$ cat src/hdl/uvs_pkg.sv
// UV sphere vertex generator: shared package.
// Holds field widths, register codes, the arctangent table and small helpers.
// Depends on nothing.
package uvs_pkg;

	localparam int IDX_W  = 10;
	localparam int CNT_W  = 11;
	localparam int RAD_W  = 16;
	localparam int POS_W  = 17;
	localparam int NRM_W  = 16;
	localparam int TEX_W  = 17;
	localparam int ADDR_W = 4;
	localparam int DATA_W = 32;
	localparam int ANG_W  = 34;

	// Register codes, taken from the word address.
	localparam logic [1:0] REG_RING   = 2'd0;
	localparam logic [1:0] REG_SECTOR = 2'd1;
	localparam logic [1:0] REG_RADIUS = 2'd2;

	localparam logic [CNT_W-1:0] RING_RESET   = 11'd16;
	localparam logic [CNT_W-1:0] SECTOR_RESET = 11'd32;
	localparam logic [RAD_W-1:0] RADIUS_RESET = 16'd256;

	// Rounded Q30 arctangents of 2^-i.
	localparam int ATAN_ENTRIES = 24;
	localparam logic [29:0] ATAN_Q30 [0:ATAN_ENTRIES-1] = '{
		30'd843314857, 30'd497837829, 30'd263043837, 30'd133525159,
		30'd67021687,  30'd33543516,  30'd16775851,  30'd8388437,
		30'd4194283,   30'd2097149,   30'd1048576,   30'd524288,
		30'd262144,    30'd131072,    30'd65536,     30'd32768,
		30'd16384,     30'd8192,      30'd4096,      30'd2048,
		30'd1024,      30'd512,       30'd256,       30'd128
	};

	localparam logic signed [ANG_W-1:0] CORDIC_GAIN_Q30 = 34'sd652032874;
	localparam logic signed [31:0]      HALF_PI_Q30     = 32'sd1686629713;

	// Configuration as seen by the datapath.
	typedef struct packed {
		logic [CNT_W-1:0] ring_count;
		logic [CNT_W-1:0] sector_count;
		logic [RAD_W-1:0] radius;
	} uvs_cfg_t;

	// One classified grid point between front and back.
	typedef struct packed {
		logic [IDX_W-1:0] ring;
		logic [IDX_W-1:0] sector;
		logic             oor;
	} uvs_item_t;

	// Per-stage bookkeeping once the texture coordinates are known.
	typedef struct packed {
		logic             v;
		logic             oor;
		logic [TEX_W-1:0] tu;
		logic [TEX_W-1:0] tv;
	} uvs_meta_t;

	// One restoring division step: returns {quotient bit, new remainder}.
	function automatic logic [CNT_W:0] div_step(input logic [CNT_W-1:0] rem,
			input logic nbit, input logic [CNT_W-1:0] den);
		logic [CNT_W:0] t;
		t = {rem, nbit};
		if (t >= {1'b0, den}) begin
			div_step = {1'b1, CNT_W'(t - {1'b0, den})};
		end else begin
			div_step = {1'b0, t[CNT_W-1:0]};
		end
	endfunction

	// Saturate to a signed Q1.15 value.
	function automatic logic signed [NRM_W-1:0] sat16(input logic signed [63:0] v);
		if (v > 64'sd32767) begin
			sat16 = 16'sh7FFF;
		end else if (v < -64'sd32768) begin
			sat16 = 16'sh8000;
		end else begin
			sat16 = NRM_W'(v);
		end
	endfunction

endpackage

$ cat src/hdl/uvs_queue.sv
// UV sphere vertex generator: two-entry queue between front and back.
// Depends on uvs_pkg.
module uvs_queue (
	input  logic               clk,
	input  logic               arst_n,
	input  logic               wr_valid,
	input  uvs_pkg::uvs_item_t wr_item,
	output logic               wr_ready,
	output logic               rd_valid,
	output uvs_pkg::uvs_item_t rd_item,
	input  logic               rd_ready
);
	import uvs_pkg::*;

	uvs_item_t  mem [0:1];
	logic       wr_ptr_q;
	logic       rd_ptr_q;
	logic [1:0] count_q;
	logic       push;
	logic       pop;

	assign wr_ready = (count_q != 2'd2);
	assign rd_valid = (count_q != 2'd0);
	assign rd_item  = mem[rd_ptr_q];
	assign push     = wr_valid && wr_ready;
	assign pop      = rd_valid && rd_ready;

	// Storage.
	always_ff @(posedge clk) begin
		if (push) begin
			mem[wr_ptr_q] <= wr_item;
		end
	end

	// Pointers and fill count.
	always_ff @(posedge clk or negedge arst_n) begin
		if (!arst_n) begin
			wr_ptr_q <= 1'b0;
			rd_ptr_q <= 1'b0;
			count_q  <= 2'd0;
		end else begin
			if (push) begin
				wr_ptr_q <= !wr_ptr_q;
			end
			if (pop) begin
				rd_ptr_q <= !rd_ptr_q;
			end
			if (push && !pop) begin
				count_q <= count_q + 2'd1;
			end else if (pop && !push) begin
				count_q <= count_q - 2'd1;
			end
		end
	end
endmodule

$ cat config.mk
export PLATFORM = sky130hd
export DESIGN_NAME = uvs_queue
export DESIGN_NICKNAME = d
export VERILOG_FILES = /design/src/hdl/uvs_pkg.sv /design/src/hdl/uvs_queue.sv
export SDC_FILE = /design/constraint.sdc
export NUM_CORES = 1
export LEC_CHECK = 0
export ABC_AREA = 1
export BUFFER_PORTS_ARGS = -buffer_cell sky130_fd_sc_hd__clkbuf_2
export CORE_UTILIZATION = 26
export DETAILED_ROUTE_END_ITERATION = 10
export GPL_ROUTABILITY_DRIVEN = 0
export PLACE_DENSITY = 0.53
export SETUP_SLACK_MARGIN = 0.15
export SLEW_MARGIN = 25
export SYNTH_ARGS = -nofsm -noshare
export SYNTH_HDL_FRONTEND = slang
export SYNTH_SLANG_ARGS = --single-unit
$ cat constraint.sdc
create_clock -name clk -period 2.6 [get_ports clk]
set_input_delay 0.13 -clock clk [delete_from_list [all_inputs] [get_ports clk]]
set_output_delay 0.13 -clock clk [all_outputs]
set_load 0.01 [all_outputs]
# Yosys cells after proc, flatten, opt, wreduce, memory -nomap -nowiden
# Memory sizes are Yosys's and may differ from the RTL's.
# Cells that the tools add are included.
# classes
muxes,4
add_sub_neg,2
n_reduce_logical,10
n_eq_ne,1
# op_table
operator,n
$logic_and 1x1->1,4
$logic_not 1->1,4
$mux 2,2
$reduce_bool 2->1,2
$add 2x1->2 const B,1
$mux 1,2
$ne 2x2->1 const B,1
$sub 2x1->2 const B,1
# totals
in_bits,25
mem_bits_rw,42
word_cells,21
register_bits,4
memories,1
output_inout_bits,23
# mem_list
name,words,width,rd,rd_clocked_by_memory_dff,write_ports,line,text
mem,2,21,1,0,1,uvs_queue.sv:15,uvs_item_t mem [0:1];

# Longest topological paths before layout
# depth
depth_word,6
mapped_depth,10

# Worst setup path after synthesis
# OpenSTA, ideal clock, no wires.
# synth_timing
kind,reg2reg
startpoint,reg count_q[0]
endpoint,"mem mem[1][0] (netlist bit), enable pin"
n_path_buf,0
period_less_slack_ns,1.910
setup_time_ns,0.399
arrival_time_ns,1.511
path_stages_with_launch,5
slack_ns,0.690
path_cell_list,dfrtp_1 inv_1 nand2_2 nand2_2 nor2_1
# synth_via
elab_chain_cells,4
# synth_rtl
item,line,text
"start, declared",uvs_queue.sv:18,logic [1:0] count_q;
"start signal, assigned",uvs_queue.sv:49,count_q <= count_q + 2'd1;
"start signal, assigned",uvs_queue.sv:51,count_q <= count_q - 2'd1;
$ne 2x2->1,uvs_queue.sv:22,assign wr_ready = (count_q != 2'd2);
named net wr_ready,uvs_queue.sv:8,"output logic wr_ready,"
$logic_and 1x1->1,uvs_queue.sv:25,assign push = wr_valid && wr_ready;
$mux 1,uvs_queue.sv:30,if (push) begin
$mux 1 (not written as such),uvs_queue.sv:31,mem[wr_ptr_q] <= wr_item;
"end, declared",uvs_queue.sv:15,
# The timed path passes the listed nets, and every way through them passes these cells.

==> impl_metrics.tcl <==
set metrics [dict create \
    status "complete, but fails checks" \
    violations "DRC" \
    max_stage_delay_ns 0.39 \
    cts_buffers 5 \
    cp_data_arrival_time_ns 1.37 \
    diodes 0 \
    post-route-drc-count 6 \
    min_period_ns 1.495 \
    grt_first_pass_wirelength_mm 5.112 \
    avgSynthCellArea_sq_um 12.74 \
    drt-wirelength-per-cell_um 11.92 \
    syn_inst 138 \
    synth_seq_cells 46 \
    finClkSkew_ns 0.009459 \
    die_x_um 84.23 \
    yosys_warnings 0 \
    grt_setup_unrepaired "no" \
    syn_area_sq_um 1758 \
    cts_setup_buffers 0 \
    crit_fanout 22 \
    syn-num-nets 164 \
    routed-wl-met2_mm 1.606 \
    core-area_sq_um 6422 \
    vias 1098 \
    crit_type "flop to output port" \
    layout_commonest_cell "nand2_1" \
    place_ws_ns 1.193 \
    finish.utilization 0.3413 \
    drive_gt1_frac 0.3177 \
    highest_layer "met4" \
    synth_area_leaders "edfxtp_1 (72%), nand2_1 (15%), dfrtp_1 (5.7%)" \
    min_from "wr_item[9]" \
    cap_violations 0 \
    crit_top_cell "nand2_1" \
    grt.total_usage 0.09627 \
    p_leak_nw 0.9754 \
    root_buffer "clkbuf_8" \
    max_slew.worst_pin.slew_ns 0.4234 \
    rr_worst_depth 9 \
    area_growth_pct 24.70 \
    cp_cell_sequence "inv_2 > nand2_1 > nand2_1 > clkbuf_2" \
    irDropWorstVdd_v 0.0005710 \
    cts_tree "built" \
    synth_top_area_cell "edfxtp_1" \
    wirelength_mm 3.206 \
    finalMaxSlewViolations 0 \
    rrSetupSlack_ns 1.19 \
    cp_slowest_cell "dfrtp_1" \
    clock_sinks 46 \
    clkTransAtPathRegs_ns 0.08 \
    ant_nets 0 \
    setup_viol 0 \
    critical_path.top_delay_family "buffers and inverters" \
    cellPowerDensity_nw_per_um2 1092 \
    max_clock_freq_mhz 668.7 \
    final_cell_mix "nand2_1 (71), clkbuf_2 (47), edfxtp_1 (42)" \
    worstPathRequired_ns 2.47 \
    min_period_over_period 0.5752 \
    place_hpwl_mm 2.118 \
    max-slew-margin-rel 0.7173 \
    setup_tns_ns 0 \
    min_path_type "input port to flop" \
    worst_setup_path_end_kind "output port" \
    r2r-end "count_q[1]$_DFFE_PN0P_" \
    via_per_inst 4.082 \
    wl_met3_um 195 \
    start_util 0.2737 \
    row_count 29 \
    die-area_sq_um 7094 \
    critPathLaunchType "flop" \
    htree_levels 2 \
    die_h_um 84.23 \
    antenna_found_initial 0 \
    dpl-instance-area_sq_um 2079 \
    numPortBuffers 47 \
    insertion_delay_ns 0.29 \
    r2r_start "count_q[0]$_DFFE_PN0P_" \
    drtPass1Iterations 7 \
    synth_seq_area_share 0.7744 \
    grt_max_degree 23 \
    fillers 657 \
    hold_depth 1 \
    wl_met1_mm 1.372 \
    min_to "mem[1][9]$_DFFE_PP_" \
    drt-initial-drc-count 54 \
    cp.buffers_inverters 2 \
    setup_ws_ns 1.105 \
    first_global_vias 1070 \
    nets 218 \
    synth_top_area_frac 0.7174 \
    ys_types 14 \
    cts_buffer_depth 2 \
    num_io_pins 48 \
    fin_area_sq_um 2192 \
    hold_viol_final 0 \
    gr-total-overflow 0 \
]
## through the flow
step | total power, mW | std cells | hold WS [ns]
after detailed placement | 1.943 | 261 | -0.04852
after CTS | 2.437 | 269 | 0.02219
after global routing | 2.571 | 269 | 0.01293
final | 2.394 | 269 | 0.02593
after floorplan | 1.627 | 138 | -0.1656
after global placement | 1.935 | 261 | -0.04665
## layer usage
layer  up-vias  global-route usage
li1        561                   -
met1       500              0.1180
met2        33              0.1595
met3         4             0.02950
met4         0             0.03762
met5         -                   0
## timing repair
item	in CTS	in global routing
hold endpoints to repair	4	0
gates resized for setup	0	0
hold buffers	1	0
## area by class of cell
cell class	count	area, sq um	area share
Tap cell	77	96.34	0.04395
Clock buffer	5	68.82	0.03139
Inverter	7	26.28	0.01199
Sequential cell	46	1361	0.6210
Clock inverter	2	33.78	0.01541
Multi-Input combinational cell	81	337.8	0.1541
Timing Repair Buffer	51	267.8	0.1221
## registers in the layout, summed over array words and instances, names as in the netlist
| register | cells |
|---|---|
| count_q | 2 |
| wr_ptr_q | 1 |
| mem | 42 |
| rd_ptr_q | 1 |
## synthesized netlist by cell type
| cell | n |
|---|---|
| nand2_1 | 71 |
| nand3_1 | 2 |
| buf_4 | 2 |
| edfxtp_1 | 42 |
| xor2_1 | 1 |
| nand4_1 | 1 |
| inv_2 | 1 |
| nor2_1 | 2 |
| xnor2_1 | 1 |
| inv_1 | 6 |
| nand2_2 | 2 |
| ha_1 | 1 |
| dfrtp_1 | 4 |
| buf_6 | 2 |
## worst max-delay path by stage
stage                           startpoint                     end  slack [ns]  depth (start not counted)
detailed placement  count_q[0]$_DFFE_PN0P_  count_q[1]$_DFFE_PN0P_        1.19                          9
floorplan           count_q[0]$_DFFE_PN0P_     mem[1][0]$_DFFE_PP_        0.69                          4
CTS                   rd_ptr_q$_DFFE_PN0P_             rd_item[12]        1.07                          4
global route          rd_ptr_q$_DFFE_PN0P_             rd_item[12]        0.95                          4
finish                rd_ptr_q$_DFFE_PN0P_             rd_item[12]        1.10                          4
global placement    count_q[0]$_DFFE_PN0P_  count_q[1]$_DFFE_PN0P_        1.22                          9
## cells by family (layout without fill, tap and decap cells)
group / count (synthesis) / in the layout / synth area share
adders and majority gates: 1 / 1 / 0.007116
DFF: 46 / 46 / 0.7744
xor gates and xnor gates: 2 / 2 / 0.009966
buffers and inverters: 11 / 65 / 0.03629
and+or+nand+nor: 78 / 78 / 0.1722
## report_power, final
part / switching (mW) / internal, mW
Clock: 0.219 / 0.278
Combinational: 0.545 / 0.285
Sequential: 0.0519 / 1.02
Power figures use the tool's default switching activity.
