--- src/hdl/uvs_pkg.sv ---
// UV sphere vertex generator: shared package.
// Holds field widths, register codes, the arctangent table and small helpers.
// Depends on nothing.
package uvs_pkg;

	localparam int IDX_W  = 10;
	localparam int CNT_W  = 11;
	localparam int RAD_W  = 16;
	localparam int POS_W  = 17;
	localparam int NRM_W  = 16;
	localparam int TEX_W  = 17;
	localparam int ADDR_W = 4;
	localparam int DATA_W = 32;
	localparam int ANG_W  = 34;

	// Register codes, taken from the word address.
	localparam logic [1:0] REG_RING   = 2'd0;
	localparam logic [1:0] REG_SECTOR = 2'd1;
	localparam logic [1:0] REG_RADIUS = 2'd2;

	localparam logic [CNT_W-1:0] RING_RESET   = 11'd16;
	localparam logic [CNT_W-1:0] SECTOR_RESET = 11'd32;
	localparam logic [RAD_W-1:0] RADIUS_RESET = 16'd256;

	// Rounded Q30 arctangents of 2^-i.
	localparam int ATAN_ENTRIES = 24;
	localparam logic [29:0] ATAN_Q30 [0:ATAN_ENTRIES-1] = '{
		30'd843314857, 30'd497837829, 30'd263043837, 30'd133525159,
		30'd67021687,  30'd33543516,  30'd16775851,  30'd8388437,
		30'd4194283,   30'd2097149,   30'd1048576,   30'd524288,
		30'd262144,    30'd131072,    30'd65536,     30'd32768,
		30'd16384,     30'd8192,      30'd4096,      30'd2048,
		30'd1024,      30'd512,       30'd256,       30'd128
	};

	localparam logic signed [ANG_W-1:0] CORDIC_GAIN_Q30 = 34'sd652032874;
	localparam logic signed [31:0]      HALF_PI_Q30     = 32'sd1686629713;

	// Configuration as seen by the datapath.
	typedef struct packed {
		logic [CNT_W-1:0] ring_count;
		logic [CNT_W-1:0] sector_count;
		logic [RAD_W-1:0] radius;
	} uvs_cfg_t;

	// One classified grid point between front and back.
	typedef struct packed {
		logic [IDX_W-1:0] ring;
		logic [IDX_W-1:0] sector;
		logic             oor;
	} uvs_item_t;

	// Per-stage bookkeeping once the texture coordinates are known.
	typedef struct packed {
		logic             v;
		logic             oor;
		logic [TEX_W-1:0] tu;
		logic [TEX_W-1:0] tv;
	} uvs_meta_t;

	// One restoring division step: returns {quotient bit, new remainder}.
	function automatic logic [CNT_W:0] div_step(input logic [CNT_W-1:0] rem,
			input logic nbit, input logic [CNT_W-1:0] den);
		logic [CNT_W:0] t;
		t = {rem, nbit};
		if (t >= {1'b0, den}) begin
			div_step = {1'b1, CNT_W'(t - {1'b0, den})};
		end else begin
			div_step = {1'b0, t[CNT_W-1:0]};
		end
	endfunction

	// Saturate to a signed Q1.15 value.
	function automatic logic signed [NRM_W-1:0] sat16(input logic signed [63:0] v);
		if (v > 64'sd32767) begin
			sat16 = 16'sh7FFF;
		end else if (v < -64'sd32768) begin
			sat16 = 16'sh8000;
		end else begin
			sat16 = NRM_W'(v);
		end
	endfunction

endpackage

--- src/hdl/uvs_regs.sv ---
// UV sphere vertex generator: configuration register file on the APB port.
// Depends on uvs_pkg.
module uvs_regs (
	input  logic                       clk,
	input  logic                       arst_n,
	input  logic                       psel,
	input  logic                       penable,
	input  logic                       pwrite,
	input  logic [uvs_pkg::ADDR_W-1:0] paddr,
	input  logic [uvs_pkg::DATA_W-1:0] pwdata,
	output logic [uvs_pkg::DATA_W-1:0] prdata,
	output logic                       pready,
	output uvs_pkg::uvs_cfg_t          cfg
);
	import uvs_pkg::*;

	uvs_cfg_t cfg_q;
	logic     wr_en;

	assign pready = 1'b1;
	assign wr_en  = psel && penable && pwrite;
	assign cfg    = cfg_q;

	// Register writes; unknown addresses are dropped.
	always_ff @(posedge clk or negedge arst_n) begin
		if (!arst_n) begin
			cfg_q.ring_count   <= RING_RESET;
			cfg_q.sector_count <= SECTOR_RESET;
			cfg_q.radius       <= RADIUS_RESET;
		end else if (wr_en) begin
			case (paddr[3:2])
				REG_RING:   cfg_q.ring_count   <= pwdata[CNT_W-1:0];
				REG_SECTOR: cfg_q.sector_count <= pwdata[CNT_W-1:0];
				REG_RADIUS: cfg_q.radius       <= pwdata[RAD_W-1:0];
				default: ;
			endcase
		end
	end

	// Read mux.
	always_comb begin
		case (paddr[3:2])
			REG_RING:   prdata = DATA_W'(cfg_q.ring_count);
			REG_SECTOR: prdata = DATA_W'(cfg_q.sector_count);
			REG_RADIUS: prdata = DATA_W'(cfg_q.radius);
			default:    prdata = '0;
		endcase
	end
endmodule

--- config.mk ---
export PLATFORM = sky130hd
export DESIGN_NAME = uvs_regs
export DESIGN_NICKNAME = d
export VERILOG_FILES = /design/src/hdl/uvs_pkg.sv /design/src/hdl/uvs_regs.sv
export SDC_FILE = /design/constraint.sdc
export NUM_CORES = 1
export LEC_CHECK = 0
export BUFFER_PORTS_ARGS = -buffer_cell sky130_fd_sc_hd__buf_4
export CAP_MARGIN = 20
export CORE_AREA = 2 2 70 72
export CTS_BUF_LIST = sky130_fd_sc_hd__clkbuf_4 sky130_fd_sc_hd__clkbuf_8 sky130_fd_sc_hd__clkbuf_16
export DETAILED_ROUTE_END_ITERATION = 8
export DIE_AREA = 0 0 72 74
export PLACE_DENSITY = 0.85
export SYNTH_ARGS = -nofsm -noshare
export SYNTH_HDL_FRONTEND = slang
export SYNTH_SLANG_ARGS = --single-unit
--- constraint.sdc ---
create_clock -name clk -period 0.9 [get_ports clk]
set_input_delay 0.045 -clock clk [delete_from_list [all_inputs] [get_ports clk]]
set_output_delay 0.045 -clock clk [all_outputs]
set_load 0.05 [all_outputs]
# After elaboration in Yosys (flattened, before gate mapping)
# Cells that the tools add are included.
[totals] regBits=38 out_inout_bits=71 word_cells=12 in_bits=41
[op_classes] n_eq_ne=2 muxes=1 reduce_logical=6
[op_table] operator="$pmux 16 s3" n=1
[op_table] operator="$reduce_and 2->1" n=3
[op_table] operator="$eq 2x1->1 const B" n=1
[op_table] operator="$eq 2x2->1 const B" n=1
[op_table] operator="$logic_and 1x1->1" n=2
[op_table] operator="$logic_not 2->1" n=1

# Depth between registers and ports, before layout
[logic_depth] depth_word=3 mapped_depth=5 mapped_depth_nobuf=3

# Least setup slack after synthesis
# Ideal clock, no wire load.
[synth_path] path_kind="register to output" start="reg cfg_q, in the netlist cfg[8]" end="out prdata[8] (netlist name)" path_slack_ns=-1.043 arrival_time_ns=1.898 stages_incl_launch_ff=3 path_buffers=0 required_time_ns=0.855 path_cell_list="dfstp_2 -> mux2i_1 -> o21ai_0"
[synth_between] elab_chain_len=1
[synth_rtl] item="from (decl)" line="uvs_regs.sv:17" source="uvs_cfg_t cfg_q;"
[synth_rtl] item="$pmux 16 s3" line="uvs_regs.sv:42" source="case (paddr[3:2])"
[synth_rtl] item="to (decl)" line="uvs_regs.sv:11" source="output logic [uvs_pkg::DATA_W-1:0] prdata,"
# No other way between the ends.

# Worst setup path after layout
[layout_path] start="reg cfg_q, in the netlist cfg[31]" end="out prdata[4] (netlist name)"
# The elaborated chain is that of the path after synthesis.

==> run_results.csv <==
group,metric,value,unit
critical_path,path_max_fanout,2,
critical_path,ff2ff_path_depth,3,
critical_path,regToRegSetupSlack,-0.14,ns
logic_synthesis,syn_inst,146,
global_routing,grt_max_degree,39,
placement,gp_congestion,0.763,
power_and_ir_drop,power_frac_comb,60.1,%
route,drc_errors,0,
route,routed_via_density,4.76,
route,drt_iter0_drc,81,
final_layout,largest_register_ffs,38,
final_layout,final_common_cell,"buf_6",
floorplan,die_y,74,um
critical_path,crit_path_start,"cfg[31]",
placement,pre_cts_ws,-0.318,ns
final_layout,nets,324,
logic_synthesis,synth.cell_area,1880,um2
critical_path,path_class,"reg -> out",
clock_tree,cts.clk_slew.worst_paths,0.07,ns
critical_path,path_delay_family,"flip-flops",
floorplan,start_util,40.9,%
floorplan,die_x,72,um
critical_path,cp-start-kind,"flip-flop",
global_routing,overflow,0,
sta,fmax,792,MHz
critical_path,cpPeakStageDelay,0.56,ns
clock_tree,cts_buffers,5,
clock_tree,worstSkewPairLatency,0.29,ns
floorplan,coreArea,4600,um2
logic_synthesis,yosys.area_share.simple,6.18,%
logic_synthesis,synth.distinct_cells,18,
sta,fin_crit,1.26,ns
power_and_ir_drop,ir_drop,1.27,mV
clock_tree,clock_path_buffers,2,
logic_synthesis,seq_area_frac_synth,50.7,%
logic_synthesis,synthXorXnorAreaFrac,0,%
placement,numPortBuffers,76,
critical_path,cpMaxStageDelayCell,"dfstp_2",
critical_path,cp-end-kind,"output pin",
critical_path,endpoint,"prdata[4]",
logic_synthesis,synth_compound_area_share,2.93,%
worst_hold_path,hold_class,"in -> reg",
outcome,violations,"setup timing",
sta,hold_violations,0,
sta,rsz0062_at_grt,"yes",
critical_path,r2r-end,"cfg[15]",
route,route.vias.total,1609,
final_layout,syn2layout_area_growth,105,%
global_routing,antenna_found_initial,0,
route,totalWireLength,6.24,mm
logic_synthesis,ys_warn_count,0,
clock_tree,cts.sinks,38,
critical_path,r2r_start,"cfg[15]",
power_and_ir_drop,powerDensity,2540,nW/um2
placement,hpwlAfterDp,3.71,mm
final_layout,antenna_cells,0,
global_routing,grt_pass1_vias,1659,
outcome,status,"finished, violations left",
critical_path,worstPathRequired,0.85,ns
clock_tree,cts-root-buf,"clkbuf_8",
sta,fin_hold_ws,0.00100,ns
sta,tns,-9.44,ns
route,dr.pass1.iters,6,
logic_synthesis,synth-seq-cells,38,
logic_synthesis,synthMuxAreaShare,30.6,%
power_and_ir_drop,internal_power,0.00563,W
power_and_ir_drop,p_sw_share,42.5,%
sta,drv_slew,0,
clock_tree,htreeDepth,2,
sta,setup_ws,-0.362,ns
floorplan,io_pins,112,
power_and_ir_drop,pwr-share-seq,27.4,%
sta,setup_violations,79,
sta,finClkSkew,0,ns
critical_path,cp_cell_sequence,"mux2i_4 -> o21ai_4 -> buf_6",
logic_synthesis,syn_avg_cell_area,12.9,um2
logic_synthesis,synthAdderAreaFrac,0,%
final_layout,layout_common_cells,"buf_6, buf_4, mux2_4, dfrtp_2, buf_8",
critical_path,worst-path-buf-inv,1,
final_layout,drive_above_1_share,84.2,%
power_and_ir_drop,p_leak,1.78,nW
route,drtAntennaViolNets,0,
power_and_ir_drop,clockPowerShare,12.5,%
clock_tree,cts_tree,"built",
floorplan,dieArea,5330,um2
sta,period_share,140,%
flow_run,max_cap_viol_count,0,
critical_path,critPathArrivalTime,1.22,ns
global_routing,track_usage,22.0,%
global_routing,grt_pass1_wl,8.71,mm
logic_synthesis,synth_top_family_by_area,"multiplexers",
floorplan,fp-row-count,25,
power_and_ir_drop,power.switching,0.00416,W
critical_path,path_depth,3,
route,wire_per_inst,18.5,um
[kinds of logic after synthesis]
| logic type | after synthesis |
|---|---|
| AO/OA/AOI/OAI | 11 |
| buffers and inverters | 24 |
| flip-flops | 38 |
| multiplexers | 49 |
| other | 2 |
| AND/OR/NAND/NOR | 22 |
[per-layer routing]
metal,track usage [%],part of all wire (%)
met2,38.4,56
met5,0,0
met4,7.13,1.3
met3,4.88,5.1
met1,27.5,38
[layout make-up]
class	count	area (um2)
well taps	54	67.6
repair buffers	138	1500
flip-flops and latches	38	987
fillers	233	749
clock buffers	6	82.6
multi-input cells	100	1200
clock inverters	2	12.5
[Yosys cell counts]
cell      number  share of area [%]
nor3_1         1               0.27
nor3b_2        1               0.66
and2_1         5                1.7
mux2_4        10                8.0
buf_4         17                6.8
conb_1         2               0.40
dfrtp_1       35                 47
nor2b_1        2               0.66
mux2i_1       11                5.9
dfstp_2        3                4.2
o21ai_0       11                2.9
buf_6          2                1.2
nand3_1        1               0.27
clkbuf_1       2               0.40
or3b_1         1               0.47
mux2_2        28                 17
nand2_1       11                2.2
buf_2          3               0.80
[how the worst min path moves through the flow]
stage	from	to	slack, ns	cells past startpoint
final	pwdata[9]	cfg[9]	0.001	2
after global routing	pwdata[9]	cfg[9]	-0.007	2
after CTS	pwdata[8]	cfg[24]	0.003	2
after detailed placement	arst_n	cfg[16]	0.03	1
after global placement	arst_n	cfg[16]	0.02	1
after floorplan	arst_n	cfg[0]	-0.25	0
[through the flow]
stage | instances | instance area [um2] | power (W) | util [%]
6_report | 338 | 3850 | 0.00979 | 83.7
5_1_grt | 338 | 3850 | 0.0101 | 83.7
4_1_cts | 325 | 3600 | 0.00923 | 78.3
3_5_place_dp | 297 | 2940 | 0.00693 | 63.9
3_3_place_gp | 297 | 2940 | 0.00683 | 63.9
2_1_floorplan | 161 | 2260 | 0.00552 | -
[power by group through the flow]
stage	clock [W]	combinational [W]	sequential [W]
3_3_place_gp	0	0.00431	0.00252
5_1_grt	0.00133	0.00610	0.00271
2_1_floorplan	0	0.00160	0.00392
4_1_cts	0.00123	0.00538	0.00261
3_5_place_dp	0	0.00438	0.00255
6_report	0.00123	0.00589	0.00268
[worst reg2reg max path: stages, from the launching register on]
cell and delay [ns]:
dfrtp_2 0.42, buf_6 0.13, buf_6 0.11, mux2_4 0.27
[timing repair]
action / CTS / global route
gates resized for setup: 103 / 38
endpoints found under the setup margin: 68 / 78
buffers inserted: 15 / 18
cloned: 0 / 1
pin swaps: 3 / 3
hold endpoints to repair: 43 / 1
hold buffers: 8 / 1
Note: power is estimated with default switching activity, not from simulation.
