$ cat src/hdl/uvs_pkg.sv
// UV sphere vertex generator: shared package.
// Holds field widths, register codes, the arctangent table and small helpers.
// Depends on nothing.
package uvs_pkg;

	localparam int IDX_W  = 10;
	localparam int CNT_W  = 11;
	localparam int RAD_W  = 16;
	localparam int POS_W  = 17;
	localparam int NRM_W  = 16;
	localparam int TEX_W  = 17;
	localparam int ADDR_W = 4;
	localparam int DATA_W = 32;
	localparam int ANG_W  = 34;

	// Register codes, taken from the word address.
	localparam logic [1:0] REG_RING   = 2'd0;
	localparam logic [1:0] REG_SECTOR = 2'd1;
	localparam logic [1:0] REG_RADIUS = 2'd2;

	localparam logic [CNT_W-1:0] RING_RESET   = 11'd16;
	localparam logic [CNT_W-1:0] SECTOR_RESET = 11'd32;
	localparam logic [RAD_W-1:0] RADIUS_RESET = 16'd256;

	// Rounded Q30 arctangents of 2^-i.
	localparam int ATAN_ENTRIES = 24;
	localparam logic [29:0] ATAN_Q30 [0:ATAN_ENTRIES-1] = '{
		30'd843314857, 30'd497837829, 30'd263043837, 30'd133525159,
		30'd67021687,  30'd33543516,  30'd16775851,  30'd8388437,
		30'd4194283,   30'd2097149,   30'd1048576,   30'd524288,
		30'd262144,    30'd131072,    30'd65536,     30'd32768,
		30'd16384,     30'd8192,      30'd4096,      30'd2048,
		30'd1024,      30'd512,       30'd256,       30'd128
	};

	localparam logic signed [ANG_W-1:0] CORDIC_GAIN_Q30 = 34'sd652032874;
	localparam logic signed [31:0]      HALF_PI_Q30     = 32'sd1686629713;

	// Configuration as seen by the datapath.
	typedef struct packed {
		logic [CNT_W-1:0] ring_count;
		logic [CNT_W-1:0] sector_count;
		logic [RAD_W-1:0] radius;
	} uvs_cfg_t;

	// One classified grid point between front and back.
	typedef struct packed {
		logic [IDX_W-1:0] ring;
		logic [IDX_W-1:0] sector;
		logic             oor;
	} uvs_item_t;

	// Per-stage bookkeeping once the texture coordinates are known.
	typedef struct packed {
		logic             v;
		logic             oor;
		logic [TEX_W-1:0] tu;
		logic [TEX_W-1:0] tv;
	} uvs_meta_t;

	// One restoring division step: returns {quotient bit, new remainder}.
	function automatic logic [CNT_W:0] div_step(input logic [CNT_W-1:0] rem,
			input logic nbit, input logic [CNT_W-1:0] den);
		logic [CNT_W:0] t;
		t = {rem, nbit};
		if (t >= {1'b0, den}) begin
			div_step = {1'b1, CNT_W'(t - {1'b0, den})};
		end else begin
			div_step = {1'b0, t[CNT_W-1:0]};
		end
	endfunction

	// Saturate to a signed Q1.15 value.
	function automatic logic signed [NRM_W-1:0] sat16(input logic signed [63:0] v);
		if (v > 64'sd32767) begin
			sat16 = 16'sh7FFF;
		end else if (v < -64'sd32768) begin
			sat16 = 16'sh8000;
		end else begin
			sat16 = NRM_W'(v);
		end
	endfunction

endpackage

$ cat src/hdl/uvs_if.sv
// UV sphere vertex generator: request and vertex channel interfaces.
// Depends on uvs_pkg for field widths.
interface uvs_in_if;
	import uvs_pkg::*;
	logic             valid;
	logic             ready;
	logic [IDX_W-1:0] ring_index;
	logic [IDX_W-1:0] sector_index;
	modport source(output valid, ring_index, sector_index, input ready);
	modport sink(input valid, ring_index, sector_index, output ready);
endinterface


$ cat src/hdl/uvs_front.sv
// UV sphere vertex generator: front end that accepts a grid point and classifies it.
// Depends on uvs_pkg and uvs_in_if.
module uvs_front #(
	parameter int GRID_INDEX_BITS = 10
) (
	input  logic                 clk,
	input  logic                 arst_n,
	uvs_in_if.sink               grid,
	input  uvs_pkg::uvs_cfg_t    cfg,
	output logic                 q_valid,
	output uvs_pkg::uvs_item_t   q_item,
	input  logic                 q_ready
);
	import uvs_pkg::*;

	localparam int MASK_BITS = (GRID_INDEX_BITS < IDX_W) ? GRID_INDEX_BITS : IDX_W;
	localparam logic [IDX_W-1:0] IDX_MASK = IDX_W'((64'd1 << MASK_BITS) - 64'd1);

	logic             v_s1;
	uvs_item_t        item_s1;
	logic [IDX_W-1:0] ring_m;
	logic [IDX_W-1:0] sector_m;
	logic             oor;

	assign grid.ready = !v_s1 || q_ready;
	assign q_valid    = v_s1;
	assign q_item     = item_s1;

	// Mask the indices and decide whether the point lies on the grid.
	always_comb begin
		ring_m   = grid.ring_index & IDX_MASK;
		sector_m = grid.sector_index & IDX_MASK;
		oor = (cfg.ring_count < CNT_W'(2)) || (cfg.sector_count < CNT_W'(2))
			|| ({1'b0, ring_m} >= cfg.ring_count)
			|| ({1'b0, sector_m} >= cfg.sector_count);
	end

	always_ff @(posedge clk or negedge arst_n) begin
		if (!arst_n) begin
			v_s1 <= 1'b0;
		end else if (grid.ready) begin
			v_s1 <= grid.valid;
		end
	end

	always_ff @(posedge clk) begin
		if (grid.ready && grid.valid) begin
			item_s1 <= '{ring: ring_m, sector: sector_m, oor: oor};
		end
	end
endmodule

$ cat src/flat_wrapper.sv
// flat-port wrapper written by rule: the top's interface ports become plain ports
module uvs_front_flat import uvs_pkg::*;
#(
	parameter int GRID_INDEX_BITS = 10
)
  (clk, arst_n, cfg, q_valid, q_item, q_ready, grid_valid, grid_ring_index, grid_sector_index, grid_ready);
  uvs_in_if grid_i ();
  input  logic clk;
  input  logic arst_n;
  input  uvs_pkg::uvs_cfg_t cfg;
  output logic q_valid;
  output uvs_pkg::uvs_item_t q_item;
  input  logic q_ready;
  input wire logic [$bits(grid_i.valid)-1:0] grid_valid;
  input wire logic [$bits(grid_i.ring_index)-1:0] grid_ring_index;
  input wire logic [$bits(grid_i.sector_index)-1:0] grid_sector_index;
  output wire logic [$bits(grid_i.ready)-1:0] grid_ready;
  assign grid_i.valid = grid_valid;
  assign grid_i.ring_index = grid_ring_index;
  assign grid_i.sector_index = grid_sector_index;
  assign grid_ready = grid_i.ready;
  uvs_front #(.GRID_INDEX_BITS(GRID_INDEX_BITS)) u_core (.clk(clk), .arst_n(arst_n), .grid(grid_i), .cfg(cfg), .q_valid(q_valid), .q_item(q_item), .q_ready(q_ready));
endmodule
$ cat config.mk
export PLATFORM = sky130hd
export DESIGN_NAME = uvs_front_flat
export DESIGN_NICKNAME = d
export VERILOG_FILES = /design/src/hdl/uvs_pkg.sv /design/src/hdl/uvs_if.sv /design/src/hdl/uvs_front.sv /design/src/flat_wrapper.sv
export SDC_FILE = /design/constraint.sdc
export NUM_CORES = 1
export LEC_CHECK = 0
export ABC_AREA = 1
export BUFFER_PORTS_ARGS = -buffer_cell sky130_fd_sc_hd__buf_2
export CORE_ASPECT_RATIO = 1.1
export CORE_MARGIN = 2
export CORE_UTILIZATION = 46
export DETAILED_ROUTE_END_ITERATION = 12
export PLACE_DENSITY = 0.87
export SLEW_MARGIN = 20
export SYNTH_ARGS = -nofsm -noshare
export SYNTH_HDL_FRONTEND = slang
export SYNTH_SLANG_ARGS = --single-unit
$ cat constraint.sdc
create_clock -name clk -period 4.2 [get_ports clk]
set_clock_uncertainty 0.05 [all_clocks]
set_input_delay 0.21 -clock clk [delete_from_list [all_inputs] [get_ports clk]]
set_output_delay 0.21 -clock clk [all_outputs]
set_load 0.03 [all_outputs]
* Yosys cells after proc, flatten, opt, wreduce, memory -nomap -nowiden
Index checks and enable logic that the tools add are counted.
W data, S select, Z words.
** Word-level totals
- Word-level logic and storage cells :: 14
- Output and inout port bits :: 23
- Input bits :: 62
- Flip-flop bits (word level) :: 22
** Operators by class
- Reduce and logical (&&, ||, !) cells :: 6
- Order comparisons :: 4
** Operators with widths (number)
- $ge A10 B11 Y1 :: 2
- $lt A11 B2 Y1 const B :: 2
- $logic_or A1 B1 Y1 :: 4
- $logic_and A1 B1 Y1 :: 1
- $logic_not A1 Y1 :: 1

* Depth between registers and ports, before layout
- Word-level depth :: 4
- Mapped depth :: 10
- Mapped depth without buffers :: 10

* Least setup slack after synthesis
Ideal clock, no wire load.
- Path type :: flip-flop to flip-flop
- Start point :: register u_core.v_s1 (netlist: u_core.q_valid)
- End point :: register u_core.item_s1 (netlist bit u_core.q_item[0]) (enable)
- Path buffers :: 0
- Cell stages (with the launch flop) :: 2
- Period minus slack after synthesis :: 2.078 ns
- Library setup time :: 0.406 ns
- Path slack :: 2.122 ns
- Data required time :: 3.744 ns
- Data arrival time :: 1.622 ns
- Path through :: dfrtp_1 -> a21oi_1
** Between the ends
- Cells in the longest elaborated chain, start to end :: 3
** Ends and longest elaborated chain
- start, declared :: line uvs_front.sv:19 : logic v_s1;
- start signal, assigned :: line uvs_front.sv:42 : v_s1 <= grid.valid;
- $logic_not A1 Y1 :: line uvs_front.sv:25 : assign grid.ready = !v_s1 || q_ready;
- $logic_or A1 B1 Y1 :: line uvs_front.sv:25
- $logic_and A1 B1 Y1 :: line uvs_front.sv:47 : if (grid.ready && grid.valid) begin
- end signal, assigned :: line uvs_front.sv:48 : item_s1 <= '{ring: ring_m, sector: sector_m, oor: oor};
- end, declared :: line uvs_front.sv:20 : uvs_item_t item_s1;
Every way passes these cells.
A chain may end at the register's enable or synchronous reset.

* Final worst setup path
- Start point :: register u_core.v_s1 (netlist: u_core.q_valid)
- End point :: register u_core.item_s1 (netlist bit u_core.q_item[15]) (enable)
Same word-level chain as after synthesis.

==> summary.md <==
| Metric | Value |
|---|---|
| Status | finished, final reports clean |
| Reg clk slew, reported paths | 130 ps |
| First-pass GRT wire length | 4390 µm |
| Average size of a mapped cell | 8.92 µm² |
| Setup TNS | 0 ps |
| CP bufs+invs | 0 |
| Yosys synthesis warning count | 0 |
| CTS Buf Count | 3 |
| Die width | 55.8 µm |
| Initial antenna violation count | 0 |
| Syn Nets | 234 |
| Worst Hold Class | in2reg |
| CP max-delay cell | a21oi_4 |
| Netlist cell types | 18 |
| TritonCTS clock tree | done |
| Via density | 4.61 |
| Pins over their slew limit | 0 |
| CTS H-Tree Depth | 1 |
| Commonest non-fill, non-tap cell in the layout | buf_2 |
| CTS Sinks | 22 |
| Skew-Pair Late Insertion Delay | 300 ps |
| DRC viols | 0 |
| Arr. time, crit path | 1330 ps |
| Ports | 85 |
| RSZ-0062 raised after global routing | no |
| Die height | 61.0 µm |
| Fmax | 697 MHz |
| Final worst-path cycle share | 34.2% |
| Initial DRC Count | 31 |
| Antenna Nets Post-Route | 0 |
| Nets@finish | 308 |
| Hpwl dp | 2340 µm |
| Mapped cell area | 0.00136 mm² |
| Critical path class | reg2reg |
| Most frequent cells in the layout | 68 x buf_2, 40 x nand2_1, 29 x inv_1, 21 x edfxtp_1, 20 x ha_1 |
| Starting Density | 48.8% |
| Share of cells above drive strength 1 | 36.9% |
| Overall Global Routing Usage | 16.7% |
| Worst path cell trace | a21oi_4 |
| Total number of vias | 1189 |
| Startpoint class of the critical path | register |
| Crit-path max FO | 21 |
| Sequential share of the synthesized area | 48.3% |
| ANT cells | 0 |
| Largest net degree at the start of global routing | 22 |
| Placer Congestion | 0.799 |
| Synthesis-to-layout area growth | 31.6% |
| WL/cell | 10.6 µm |
| Leak | 0.992 nW |
| Drt first pass iters | 4 |
| Final setup viols | 0 |
| Row cnt | 20 |
| Power Density | 271 mW/mm² |
| Total gr overflow | 0 |
| Relative slew margins | 53.6% |
| Top cell family by delay on the critical path | compound AO/OA/AOI/OAI gates |
| Worst VDD drop | 0.000157 V |
| CTS Root Cell | clkbuf_4 |
| Max Buffers Root-to-Sink | 2 |
| Gate Count Post-Synth | 152 |
| Die Area | 0.00340 mm² |
| Max Cap Viol | 0 |
| Port Buffers | 68 |
| Hold Worst Slack | 28.1 ps |
| Worst slew pin tran | 695 ps |
| FF+latch count, synth | 22 |
| Vias in the first global route | 1100 |
| Minimum clock period | 1440 ps |
| Core Region | 0.00278 mm² |
| Final Hold Vio Count | 0 |
| Max incr delay on CP | 590 ps |
| Req. time, crit path | 4100 ps |
| CP Capture Type | register |
| Post-Route WL | 2730 µm |
synthesized netlist by cell type (all sizes together):
cell | n | share of area, %
inv | 34 | 9.4
nor3 | 1 | 0.37
nand3 | 3 | 1.1
nand4 | 2 | 1.4
edfxtp | 21 | 46
o21ai | 2 | 0.74
ha | 20 | 18
clkinv | 2 | 0.65
dfrtp | 1 | 1.8
nor2 | 17 | 4.9
nand2 | 43 | 12
a21oi | 6 | 2.2
where the power goes:
part / leakage (nW) / total (W) / internal (W) / switching (W)
registers: 0.211 / 0.000258 / 0.000255 / 0.00000315
logic: 0.766 / 0.000126 / 0.0000477 / 0.0000786
clock network: 0.0154 / 0.0000988 / 0.0000347 / 0.0000642
logic make-up after synthesis:
| kind of cell | count (synthesis) | synth area share, % |
|---|---|---|
| fa+ha+maj | 20 | 18.5 |
| buf+inv | 36 | 10.1 |
| flops | 22 | 48.3 |
| simple gates | 66 | 20.2 |
| compound gates | 8 | 2.95 |
final timing paths:
| check | from | cells after the start | slack, ps | end |
|---|---|---|---|---|
| worst max-delay path | u_core.q_valid | 1 | 2760 | u_core.q_item[15] |
| max in group asynchronous | arst_n | 2 | 3870 | u_core.q_valid |
| worst min register to register | u_core.q_valid | 2 | 550 | u_core.q_valid |
| worst max register to register | u_core.q_valid | 1 | 2760 | u_core.q_item[15] |
| worst min-delay path | grid_sector_index[0] | 1 | 30 | u_core.q_item[1] |
| min in group asynchronous | arst_n | 2 | 150 | u_core.q_valid |
state kept, by name (all words and copies together), names as in the netlist:
name and cells:
u_core.q_item 21, u_core.q_valid 1
timing repair:
| item | CTS | global route |
|---|---|---|
| hold endpoints to repair | 1 | 0 |
| hold buffers | 1 | 0 |
| buffers inserted | 0 | 0 |
| resized for setup | 0 | 0 |
stage by stage:
step           worst slack [ps]  cells  util [%]  cell area [µm²]  total power, W
5_1_grt                    2680    258      64.3             1790        0.000512
4_1_cts                    2460    258      64.0             1780        0.000488
3_3_place_gp               2510    253      62.7             1740        0.000384
2_1_floorplan              2120    152         -             1360        0.000341
3_5_place_dp               2480    253      62.7             1740        0.000389
6_report                   2760    258      64.3             1790        0.000484
layer usage:
| metal | global-route usage, % | share of wire, % |
|---|---|---|
| met1 | 19.7 | 41 |
| met2 | 30.8 | 50 |
| met3 | 1.92 | 6.2 |
| met4 | 8.36 | 2.0 |
| met5 | 0 | 0 |
cell type report:
cell class / count / area (µm²)
clock buffers: 3 / 22.5
clock inverters: 1 / 3.75
fillers: 241 / 992
inverters: 36 / 136
multi-input cells: 94 / 576
flip-flops and latches: 22 / 656
well taps: 33 / 41.3
repair buffers: 69 / 350
No activity file was read; power rests on OpenSTA's default activity.
